### src/hcd_pkg.sv
// Shared types and constants for the chunked-body decoder.
package hcd_pkg;

	localparam int LEN_BITS = 24;
	localparam int CLEN_W = 24;
	localparam int CFG_W = 24;
	localparam int CMP_W = (LEN_BITS > CFG_W) ? LEN_BITS : CFG_W;
	localparam int QDEPTH = 2;
	localparam int QPTR_W = $clog2(QDEPTH);
	localparam int QCNT_W = $clog2(QDEPTH + 1);
	localparam int PADDR_W = 2;
	localparam int PDATA_W = 32;

	localparam logic [PADDR_W-1:0] ADDR_DELIVER_LIMIT = PADDR_W'(0);
	localparam logic [CFG_W-1:0] DELIVER_LIMIT_RST = {CFG_W{1'b1}};

	localparam logic [7:0] CH_CR = 8'h0d;
	localparam logic [7:0] CH_LF = 8'h0a;

	typedef enum logic [1:0] {
		PH_SIZE  = 2'd0,
		PH_DATA  = 2'd1,
		PH_TRAIL = 2'd2
	} phase_t;

	typedef enum logic [1:0] {
		KIND_NONE   = 2'd0,
		KIND_BYTE   = 2'd1,
		KIND_HEADER = 2'd2,
		KIND_FINAL  = 2'd3
	} kind_t;

	// One classified byte as it travels from the front to the back.
	typedef struct packed {
		logic [7:0] data;
		logic       is_hex;
		logic [3:0] nibble;
		logic       is_cr;
		logic       is_lf;
	} item_t;

	// One result transaction.
	typedef struct packed {
		logic [7:0]        out_byte;
		kind_t             kind;
		logic [CLEN_W-1:0] chunk_length;
		logic              last_in_chunk;
		logic              size_overflow;
	} result_t;

endpackage

### src/hcd_front.sv
// Front end: accept input bytes and classify them for the back end.
module hcd_front (
	input  logic          in_valid,
	output logic          in_ready,
	input  logic [7:0]    in_byte,
	input  logic          q_full,
	output logic          q_push,
	output hcd_pkg::item_t q_item
);
	import hcd_pkg::*;

	logic       hex_ok;
	logic [3:0] hex_val;

	always_comb begin
		hex_ok = 1'b1;
		hex_val = 4'd0;
		if (in_byte >= 8'h30 && in_byte <= 8'h39) begin
			hex_val = 4'(in_byte - 8'h30);
		end else if (in_byte >= 8'h61 && in_byte <= 8'h66) begin
			hex_val = 4'(in_byte - 8'h57);
		end else if (in_byte >= 8'h41 && in_byte <= 8'h46) begin
			hex_val = 4'(in_byte - 8'h37);
		end else begin
			hex_ok = 1'b0;
		end
	end

	assign in_ready = !q_full;
	assign q_push = in_valid && !q_full;

	always_comb begin
		q_item.data = in_byte;
		q_item.is_hex = hex_ok;
		q_item.nibble = hex_val;
		q_item.is_cr = (in_byte == CH_CR);
		q_item.is_lf = (in_byte == CH_LF);
	end

endmodule

### src/hcd_queue.sv
// Short queue of classified bytes between front and back end.
module hcd_queue (
	input  logic          clk,
	input  logic          arst_n,
	input  logic          push,
	input  hcd_pkg::item_t push_item,
	output logic          full,
	output logic          not_empty,
	input  logic          pop,
	output hcd_pkg::item_t pop_item
);
	import hcd_pkg::*;

	item_t             mem_q [QDEPTH];
	logic [QPTR_W-1:0] wr_ptr_q;
	logic [QPTR_W-1:0] rd_ptr_q;
	logic [QCNT_W-1:0] count_q;

	assign full = (count_q == QCNT_W'(QDEPTH));
	assign not_empty = (count_q != '0);
	assign pop_item = mem_q[rd_ptr_q];

	always_ff @(posedge clk) begin
		if (push) begin
			mem_q[wr_ptr_q] <= push_item;
		end
	end

	always_ff @(posedge clk or negedge arst_n) begin
		if (!arst_n) begin
			wr_ptr_q <= '0;
			rd_ptr_q <= '0;
			count_q <= '0;
		end else begin
			if (push) begin
				wr_ptr_q <= (wr_ptr_q == QPTR_W'(QDEPTH - 1)) ? '0 : wr_ptr_q + 1'b1;
			end
			if (pop) begin
				rd_ptr_q <= (rd_ptr_q == QPTR_W'(QDEPTH - 1)) ? '0 : rd_ptr_q + 1'b1;
			end
			unique case ({push, pop})
				2'b10: count_q <= count_q + 1'b1;
				2'b01: count_q <= count_q - 1'b1;
				default: count_q <= count_q;
			endcase
		end
	end

endmodule

### src/hcd_back.sv
// Back end: chunk state machine and the output register.
module hcd_back (
	input  logic                     clk,
	input  logic                     arst_n,
	input  logic [hcd_pkg::CFG_W-1:0] deliver_limit,
	input  logic                     q_not_empty,
	input  hcd_pkg::item_t           q_item,
	output logic                     q_pop,
	output logic                     out_valid,
	input  logic                     out_ready,
	output hcd_pkg::result_t         res_o
);
	import hcd_pkg::*;

	phase_t              phase_q, phase_d;
	logic [LEN_BITS-1:0] size_accum_q, size_accum_d;
	logic                after_cr_q, after_cr_d;
	logic                stopped_q, stopped_d;
	logic [LEN_BITS-1:0] bytes_left_q, bytes_left_d;
	logic [LEN_BITS-1:0] delivered_q, delivered_d;
	logic                trailer_q, trailer_d;
	logic                overflow_q, overflow_d;

	logic                out_valid_q;
	result_t             res_q;
	result_t             res_d;

	logic [LEN_BITS-1:0] bl_dec;
	logic [LEN_BITS-1:0] dc_inc;
	logic                can_deliver;

	assign q_pop = q_not_empty && (!out_valid_q || out_ready);
	assign out_valid = out_valid_q;
	assign res_o = res_q;

	always_comb begin
		phase_d = phase_q;
		size_accum_d = size_accum_q;
		after_cr_d = after_cr_q;
		stopped_d = stopped_q;
		bytes_left_d = bytes_left_q;
		delivered_d = delivered_q;
		trailer_d = trailer_q;
		overflow_d = overflow_q;
		res_d = '0;
		res_d.kind = KIND_NONE;

		bl_dec = (bytes_left_q != '0) ? bytes_left_q - 1'b1 : '0;
		dc_inc = delivered_q + 1'b1;
		can_deliver = (CMP_W'(delivered_q) < CMP_W'(deliver_limit));

		unique case (phase_q)
			PH_DATA: begin
				bytes_left_d = bl_dec;
				if (can_deliver) begin
					delivered_d = dc_inc;
					res_d.out_byte = q_item.data;
					res_d.kind = KIND_BYTE;
					res_d.last_in_chunk = (bl_dec == '0) ||
						(CMP_W'(dc_inc) == CMP_W'(deliver_limit));
				end
				if (bl_dec == '0) begin
					phase_d = PH_TRAIL;
					trailer_d = 1'b0;
				end
			end
			PH_TRAIL: begin
				if (!trailer_q) begin
					trailer_d = 1'b1;
				end else begin
					trailer_d = 1'b0;
					phase_d = PH_SIZE;
					size_accum_d = '0;
					after_cr_d = 1'b0;
					stopped_d = 1'b0;
					overflow_d = 1'b0;
				end
			end
			default: begin
				if (q_item.is_lf && after_cr_q) begin
					res_d.chunk_length = CLEN_W'(size_accum_q);
					res_d.size_overflow = overflow_q;
					delivered_d = '0;
					trailer_d = 1'b0;
					if (size_accum_q == '0) begin
						res_d.kind = KIND_FINAL;
						bytes_left_d = '0;
						phase_d = PH_TRAIL;
					end else begin
						res_d.kind = KIND_HEADER;
						bytes_left_d = size_accum_q;
						phase_d = PH_DATA;
					end
					size_accum_d = '0;
					after_cr_d = 1'b0;
					stopped_d = 1'b0;
					overflow_d = 1'b0;
				end else begin
					if (!stopped_q && q_item.is_hex) begin
						// saturate once the next digit would not fit
						if (|size_accum_q[LEN_BITS-1 -: 4]) begin
							size_accum_d = '1;
							overflow_d = 1'b1;
						end else begin
							size_accum_d = {size_accum_q[LEN_BITS-5:0], q_item.nibble};
						end
					end else begin
						stopped_d = 1'b1;
					end
					after_cr_d = q_item.is_cr;
				end
			end
		endcase
	end

	always_ff @(posedge clk or negedge arst_n) begin
		if (!arst_n) begin
			phase_q <= PH_SIZE;
			size_accum_q <= '0;
			after_cr_q <= 1'b0;
			stopped_q <= 1'b0;
			bytes_left_q <= '0;
			delivered_q <= '0;
			trailer_q <= 1'b0;
			overflow_q <= 1'b0;
		end else if (q_pop) begin
			phase_q <= phase_d;
			size_accum_q <= size_accum_d;
			after_cr_q <= after_cr_d;
			stopped_q <= stopped_d;
			bytes_left_q <= bytes_left_d;
			delivered_q <= delivered_d;
			trailer_q <= trailer_d;
			overflow_q <= overflow_d;
		end
	end

	always_ff @(posedge clk or negedge arst_n) begin
		if (!arst_n) begin
			out_valid_q <= 1'b0;
		end else if (q_pop) begin
			out_valid_q <= 1'b1;
		end else if (out_ready) begin
			out_valid_q <= 1'b0;
		end
	end

	always_ff @(posedge clk) begin
		if (q_pop) begin
			res_q <= res_d;
		end
	end

endmodule

### src/http_chunked_decoder_unit.sv
// Top level of the HTTP chunked-body decoder.
//
//  channel   signals                                    moves
//  --------  -----------------------------------------  --------------------------------
//  input     in_valid / in_ready, in_byte               one body byte per transaction
//  output    out_valid / out_ready, out_byte, kind,     one result per input byte
//            chunk_length, last_in_chunk, size_overflow
//  config    psel/penable/pwrite/paddr/pwdata/prdata    deliver_limit at byte address 0
//
// Throughput is one byte per cycle unless the output stalls; input is queued, then registered.
// The state machine pops one queue entry per cycle unless stalled; that loop sets the rate.
// A two-entry queue separates front and back, so in_ready drops only when the output
// stalls long enough to fill it. Reset clears control state and sets deliver_limit to
// all ones; no clearing pass is needed. Write deliver_limit only while the block is idle.
module http_chunked_decoder_unit (
	input  logic                         clk,
	input  logic                         arst_n,
	// input transactions
	input  logic                         in_valid,
	output logic                         in_ready,
	input  logic [7:0]                   in_byte,
	// output transactions
	output logic                         out_valid,
	input  logic                         out_ready,
	output logic [7:0]                   out_byte,
	output logic [1:0]                   kind,
	output logic [hcd_pkg::CLEN_W-1:0]   chunk_length,
	output logic                         last_in_chunk,
	output logic                         size_overflow,
	// configuration port
	input  logic                         psel,
	input  logic                         penable,
	input  logic                         pwrite,
	input  logic [hcd_pkg::PADDR_W-1:0]  paddr,
	input  logic [hcd_pkg::PDATA_W-1:0]  pwdata,
	output logic [hcd_pkg::PDATA_W-1:0]  prdata,
	output logic                         pready
);
	import hcd_pkg::*;

	logic [CFG_W-1:0] deliver_limit_q;
	logic             q_full;
	logic             q_push;
	item_t            push_item;
	logic             q_not_empty;
	logic             q_pop;
	item_t            pop_item;
	result_t          res;

	// register file: single register, always ready
	assign pready = 1'b1;

	always_ff @(posedge clk or negedge arst_n) begin
		if (!arst_n) begin
			deliver_limit_q <= DELIVER_LIMIT_RST;
		end else if (psel && penable && pwrite && pready && paddr == ADDR_DELIVER_LIMIT) begin
			deliver_limit_q <= pwdata[CFG_W-1:0];
		end
	end

	// reads of unused addresses return zero
	assign prdata = (paddr == ADDR_DELIVER_LIMIT) ? PDATA_W'(deliver_limit_q) : '0;

	// classify incoming bytes
	hcd_front u_front (
		.in_valid (in_valid),
		.in_ready (in_ready),
		.in_byte  (in_byte),
		.q_full   (q_full),
		.q_push   (q_push),
		.q_item   (push_item)
	);

	// decouple front from back
	hcd_queue u_queue (
		.clk       (clk),
		.arst_n    (arst_n),
		.push      (q_push),
		.push_item (push_item),
		.full      (q_full),
		.not_empty (q_not_empty),
		.pop       (q_pop),
		.pop_item  (pop_item)
	);

	// run the chunk state machine and hold the result until taken
	hcd_back u_back (
		.clk           (clk),
		.arst_n        (arst_n),
		.deliver_limit (deliver_limit_q),
		.q_not_empty   (q_not_empty),
		.q_item        (pop_item),
		.q_pop         (q_pop),
		.out_valid     (out_valid),
		.out_ready     (out_ready),
		.res_o         (res)
	);

	assign out_byte = res.out_byte;
	assign kind = res.kind;
	assign chunk_length = res.chunk_length;
	assign last_in_chunk = res.last_in_chunk;
	assign size_overflow = res.size_overflow;

endmodule

### config.mk
export PLATFORM = sky130hd
export DESIGN_NAME = http_chunked_decoder_unit
export DESIGN_NICKNAME = d
export VERILOG_FILES = /design/src/hcd_pkg.sv /design/src/hcd_front.sv /design/src/hcd_queue.sv /design/src/hcd_back.sv /design/src/http_chunked_decoder_unit.sv
export SDC_FILE = /design/constraint.sdc
export NUM_CORES = 1
export LEC_CHECK = 0
export BUFFER_PORTS_ARGS = -buffer_cell sky130_fd_sc_hd__buf_4
export CORE_ASPECT_RATIO = 1.4
export CORE_MARGIN = 10
export CORE_UTILIZATION = 40
export CTS_CLUSTER_DIAMETER = 30
export DETAILED_ROUTE_END_ITERATION = 12
export PLACE_DENSITY = 0.6
export SLEW_MARGIN = 20
export SYNTH_ARGS = -nofsm -noshare
export SYNTH_HDL_FRONTEND = slang
export SYNTH_SLANG_ARGS = --single-unit
### constraint.sdc
create_clock -name clk -period 3.8 [get_ports clk]
set_input_delay 0.57 -clock clk [delete_from_list [all_inputs] [get_ports clk]]
set_output_delay 0.57 -clock clk [all_outputs]
set_load 0.01 [all_outputs]
[After elaboration in Yosys (flattened, before gate mapping)]
Memories as Yosys holds them, arrays and structs flattened.
Index checks and enable logic that the tools add are counted.
Cells by class
  add/sub/neg operators: 9
  order comparisons: 7
  eq/ne operators: 12
  mux-type cells: 49
  bitwise operators: 3
  reduce and logical (&&, ||, !) cells: 37
Operators with widths (number)
  $mux W24: 10
  $pmux W24 S2: 3
  $logic_not A24 Y1: 2
  $mux W26: 1
  $add A24 B1 Y24 const B: 1
  $eq A24 B24 Y1: 1
  $lt A24 B24 Y1: 1
  $reduce_bool A24 Y1: 1
  $sub A24 B1 Y24 const B: 1
  $mux W1: 21
  $eq A8 B4 Y1 const B: 2
  $ge A8 B7 Y1 const B: 2
  $le A8 B7 Y1 const B: 2
  $reduce_and A4 Y1: 4
  $mux W4: 3
  $pmux W2 S2: 3
  $logic_and A1 B1 Y1: 10
  $reduce_and A3 Y1: 3
  $reduce_bool A3 Y1: 3
  $ge A8 B6 Y1 const B: 1
  $le A8 B6 Y1 const B: 1
  $mux W2: 4
  $pmux W1 S2: 4
  $reduce_bool A2 Y1: 4
  other kinds (17): 29
Storage, ports and cells
  register bits after elaboration: 143
  RAM bits: 30
  input port bits: 49
  output and inout bits: 71
  logic and storage cells: 136
  memories kept: 1
Memory list
  u_queue.mem_q: words 2, width 15, rd ports 1, clocked after memory_dff 0, wr ports 1, line hcd_queue.sv:14  | item_t mem_q [QDEPTH];

[Logic depth before layout (Yosys ltp)]
  depth in word-level cells: 5
  mapped depth: 11
  gate-level depth less buffers: 10

[Cells and area by module]
From an unflattened synthesis, not the netlist that was laid out.
Unflattened totals
  cell total of the unflattened synthesis: 1002
  area, all modules: 10131.0 µm²
Modules (own cells, without submodules)
  hcd_back: instances 1, cells an instance 808, area each 7216.9 µm²
  hcd_queue: instances 1, cells an instance 63, area each 1321.3 µm²
  http_chunked_decoder_unit: instances 1, cells an instance 90, area each 1286.2 µm²
  hcd_front: instances 1, cells an instance 41, area each 306.5 µm²

[Worst setup path after synthesis]
OpenSTA, ideal clock, no wires.
  path type: register -> register
  start: register u_back.bytes_left_q[18]
  end: register u_back.phase_q[1]
  arrival: 2.556 ns
  data required time: 3.675 ns
  setup slack: 1.118 ns
  stages on the path, launching flop included: 9
  buffers on the path: 0
  period minus slack after synthesis: 2.682 ns
  cell sequence: dfrtp_1 or3_1 or4_1 or3_1 or3_1 nand4_2 o21ai_2 nand3b_2 mux2_4
On the way
  longest elaborated chain between the ends: 5
  elaborated cells between the ends (all ways): 6
  those cells by class: add/sub (1); eq/ne (1); mux (1); reduce/logical (3)
Ends and longest elaborated chain
  start: declaration: line hcd_back.sv:19  | logic [LEN_BITS-1:0] bytes_left_q, bytes_left_d;
  start signal: assignment: line hcd_back.sv:131  | bytes_left_q <= bytes_left_d;
  $sub A24 B1 Y24 / $reduce_bool A24 Y1 (equally long branches): line hcd_back.sv:48  | bl_dec = (bytes_left_q != '0) ? bytes_left_q - 1'b1 : '0;
  $mux W24 *: line hcd_back.sv:48
  $logic_not A24 Y1 *: line hcd_back.sv:62  | if (bl_dec == '0) begin
  $ne A2 B1 Y1 (no line) *
  $reduce_and A4 Y1 (no line) *
  end signal: assignment: line hcd_back.sv:127  | phase_q <= phase_d;
  end: declaration: line hcd_back.sv:15  | phase_t phase_q, phase_d;
Every way passes the cells marked *; elsewhere a longest branch is shown, timed or not.
A chain may end at the register's enable or synchronous reset.

[Worst setup path in the final report]
  start: register deliver_limit_q[17]
  end: register u_back.delivered_q[3]
On the way
  longest elaborated chain between the ends: 3
Ends and longest elaborated chain
  start: declaration: line http_chunked_decoder_unit.sv:41  | logic [CFG_W-1:0] deliver_limit_q;
  start signal: assignment: line http_chunked_decoder_unit.sv:57  | deliver_limit_q <= pwdata[CFG_W-1:0];
  $lt A24 B24 Y1: line hcd_back.sv:50  | can_deliver = (CMP_W'(delivered_q) < CMP_W'(deliver_limit));
  $ne A2 B1 Y1 (no line)
  $reduce_and A4 Y1 (no line)
  end signal: assignment: line hcd_back.sv:132  | delivered_q <= delivered_d;
  end: declaration: line hcd_back.sv:20  | logic [LEN_BITS-1:0] delivered_q, delivered_d;
Every way passes these cells.

==> metrics.csv <==
metric,value,unit
start_util,0.407,
clock_path_buffers,2,
hold_buffers,0,
fin_crit_sh,0.848,
cts_setup_buffers,0,
cp_cell_sequence,inv_1 > ha_1 > a211oi_1 > o21ai_0 > a211oi_1 > o21bai_1 > a211oi_1 > a21oi_1 > a22o_1,
cp-end-kind,register,
cts_root_buf,clkbuf_16,
drtPass1Iterations,5,
diodes,0,
path_buf_inv,1,
port-buffer-count,102,
crit_family,compound AO/OA/AOI/OAI gates,
yosysUniqueCellTypes,75,
vias,7610,
rsz0062_at_grt,no,
tritoncts,built,
hold_viol,0,
rows,66,
track_usage,0.160,
clkTransAtPathRegs,0.07,ns
outcome,finished clean,
yosysWarnings,0,
maxSlewHeadroom,0.348,
overflow,0,
fin_nets,1161,
die_x,150,um
syn_area,9490,um^2
required,4.12,ns
avgSynthCellArea,9.66,um^2
fin_total_pwr,0.00745,W
first_global_vias,7726,
wire_per_inst,17.2,um
fin_setup_tns,0,ns
maxCapViolCount,0,
cp-start-kind,register,
tightest_slew,0.975,ns
final_util,0.480,
finalInstanceArea,11200,um^2
htree_levels,4,
p_sw,0.00287,W
die_area,30400,um^2
setup_viol,0,
pwr-share-comb,0.376,
switching_share,0.386,
synth_edf_count,66,
p_clk_frac,0.231,
clk_latency,0.43,ns
hold_slack,0.277,ns
postPlaceCellArea,10600,um^2
fmax,310,MHz
cts_sinks,173,
async_flop_share,0.618,
io_pins,120,
grt_max_degree,72,
crit_path_top_delay_cell,dfstp_2,
crit_top_cell,a211oi_1,
fp.dieH,202,um
gp_congestion,0.896,
grt_first_pass_wirelength,39.4,mm
cts_buffers,17,
worst_ep_arrival_time,3.55,ns
synth-seq-cells,173,
yosysSeqAreaShare,0.494,
ir_drop,395,uV
drc,0,
first_iter_violations,536,
synth_ff_type,dfrtp_1,
hold_path_class,input port to asynchronous set/reset pin,
worst-path-max-fanout,11,
yosys.area.top_type,dfrtp_1,
p_leak,4.62,nW
layout-drive-gt1-share,0.194,
antenna_found_initial,0,
crit_type,register to register,
drv_slew,0,
routed_wirelength,24.1,mm
dp_hpwl,18.0,mm
synth.top_cells.by_area,"dfrtp_1 22%, edfxtp_1 21%, dfstp_2 6.6%, nand2_1 4.7%, o21ai_0 4.7%",
pwr_density_cell,666,nW/um^2
area_delta_synth_final,17.9,%
max_stage_delay,0.59,ns
detail-route-antenna-nets,0,
fin_skew,0.0106,ns
synth_most_common_cell,nand2_1,
min_period,3.22,ns
cts.repair.resized,0,
synth_common_cells,"120 x nand2_1, 90 x o21ai_0, 83 x dfrtp_1",
via_per_inst,5.44,
core-area,23300,um^2
seqPwrFrac,0.393,
p_int,0.00457,W
synthCells,982,
synth_top_area_frac,0.219,
==> worst register-to-register path, cell delays in order (launching register included) <==
cell      delay [ns]
dfstp_2         0.59
inv_1           0.10
ha_1            0.31
a211oi_1        0.22
o21ai_0         0.12
a211oi_1        0.27
o21bai_1        0.18
a211oi_1        0.55
a21oi_1         0.42
a22o_1          0.34
==> flip-flops by register name, indices dropped and copies added, names as in the netlist, 2 cells and up <==
register             count
u_back.delivered_q      24
u_queue.mem_q           30
deliver_limit_q         24
u_queue.count_q          2
u_back.size_accum_q     24
u_back.res_o            36
u_back.phase_q           2
u_back.bytes_left_q     24
==> cells in the final DEF, fill, tap and decap left out, types with 13 or more instances in the layout <==
cell       netlist  routed
dfstp_2         24      24
mux2i_1         14      14
nor3_1          47      46
a31oi_1         17      17
nor2_1          71      71
and2_1          30      30
clkbuf_16        0      17
a211oi_1        13      13
xnor2_1         29      29
dfrtp_1         83      83
nor4_1          19      19
xor2_1          16      16
ha_1            33      33
edfxtp_1        66      66
inv_1           42      42
nand2_1        120     120
buf_4            9     127
nand4_1         19      19
a21oi_1         32      32
nand3_1         18      18
o21ai_0         90      90
==> through the flow <==
stage / cells / setup WS, ns
after floorplan: 989 / 1.12
after global placement: 1366 / 0.634
after detailed placement: 1366 / 0.560
after CTS: 1398 / 0.546
after global routing: 1398 / 0.298
final: 1398 / 0.576
==> power by group through the flow <==
stage	logic (W)	registers (W)	clock network, W
final	0.00280	0.00293	0.00172
after global routing	0.00314	0.00299	0.00185
after CTS	0.00284	0.00292	0.00176
after detailed placement	0.00282	0.00296	0
after global placement	0.00279	0.00295	0
after floorplan	0.00188	0.00288	0
==> routing by layer <==
metal,wire (um),vias up,track usage
met4,700,0,0.0665
met5,0,-,0
li1,-,3741,-
met2,12400,217,0.284
met3,1060,37,0.0340
met1,9930,3615,0.180
==> cell type report <==
type,count,area (um^2)
clock inverter,15,155
multi-input combinational,717,4420
tap,306,383
fill,2233,12100
clock buffer,17,425
sequential,173,4690
timing repair buffer,127,953
inverter,43,161
==> path summary, 6_finish.rpt <==
path,startpoint,end,slack [ns],depth (start not counted)
max in group asynchronous,arst_n,u_back.bytes_left_q[14]$_DFFE_PN0P_,2.68,2
setup reg to reg,deliver_limit_q[17]$_DFFE_PN1P_,u_back.delivered_q[3]$_DFFE_PN0P_,0.58,9
hold / removal,arst_n,u_back.delivered_q[12]$_DFFE_PN0P_,0.28,1
setup / recovery,deliver_limit_q[17]$_DFFE_PN1P_,u_back.delivered_q[3]$_DFFE_PN0P_,0.58,9
hold reg to reg,u_queue.wr_ptr_q$_DFFE_PN0P_,u_queue.wr_ptr_q$_DFFE_PN0P_,0.49,1
min in group clk,pwdata[22],deliver_limit_q[22]$_DFFE_PN1P_,0.34,3
==> cell families (layout without fill, tap and decap cells) <==
family	Yosys count	in the layout	share of synthesized area
muxes	19	19	0.0211
DFF	173	173	0.494
adders and majority gates	33	33	0.0435
other	2	9	0.000792
AOI/OAI and AO/OA	226	226	0.150
and+or+nand+nor	385	385	0.205
buffers and inverters	99	202	0.0439
xor gates and xnor gates	45	45	0.0415
(Power assumes the default switching activity.)
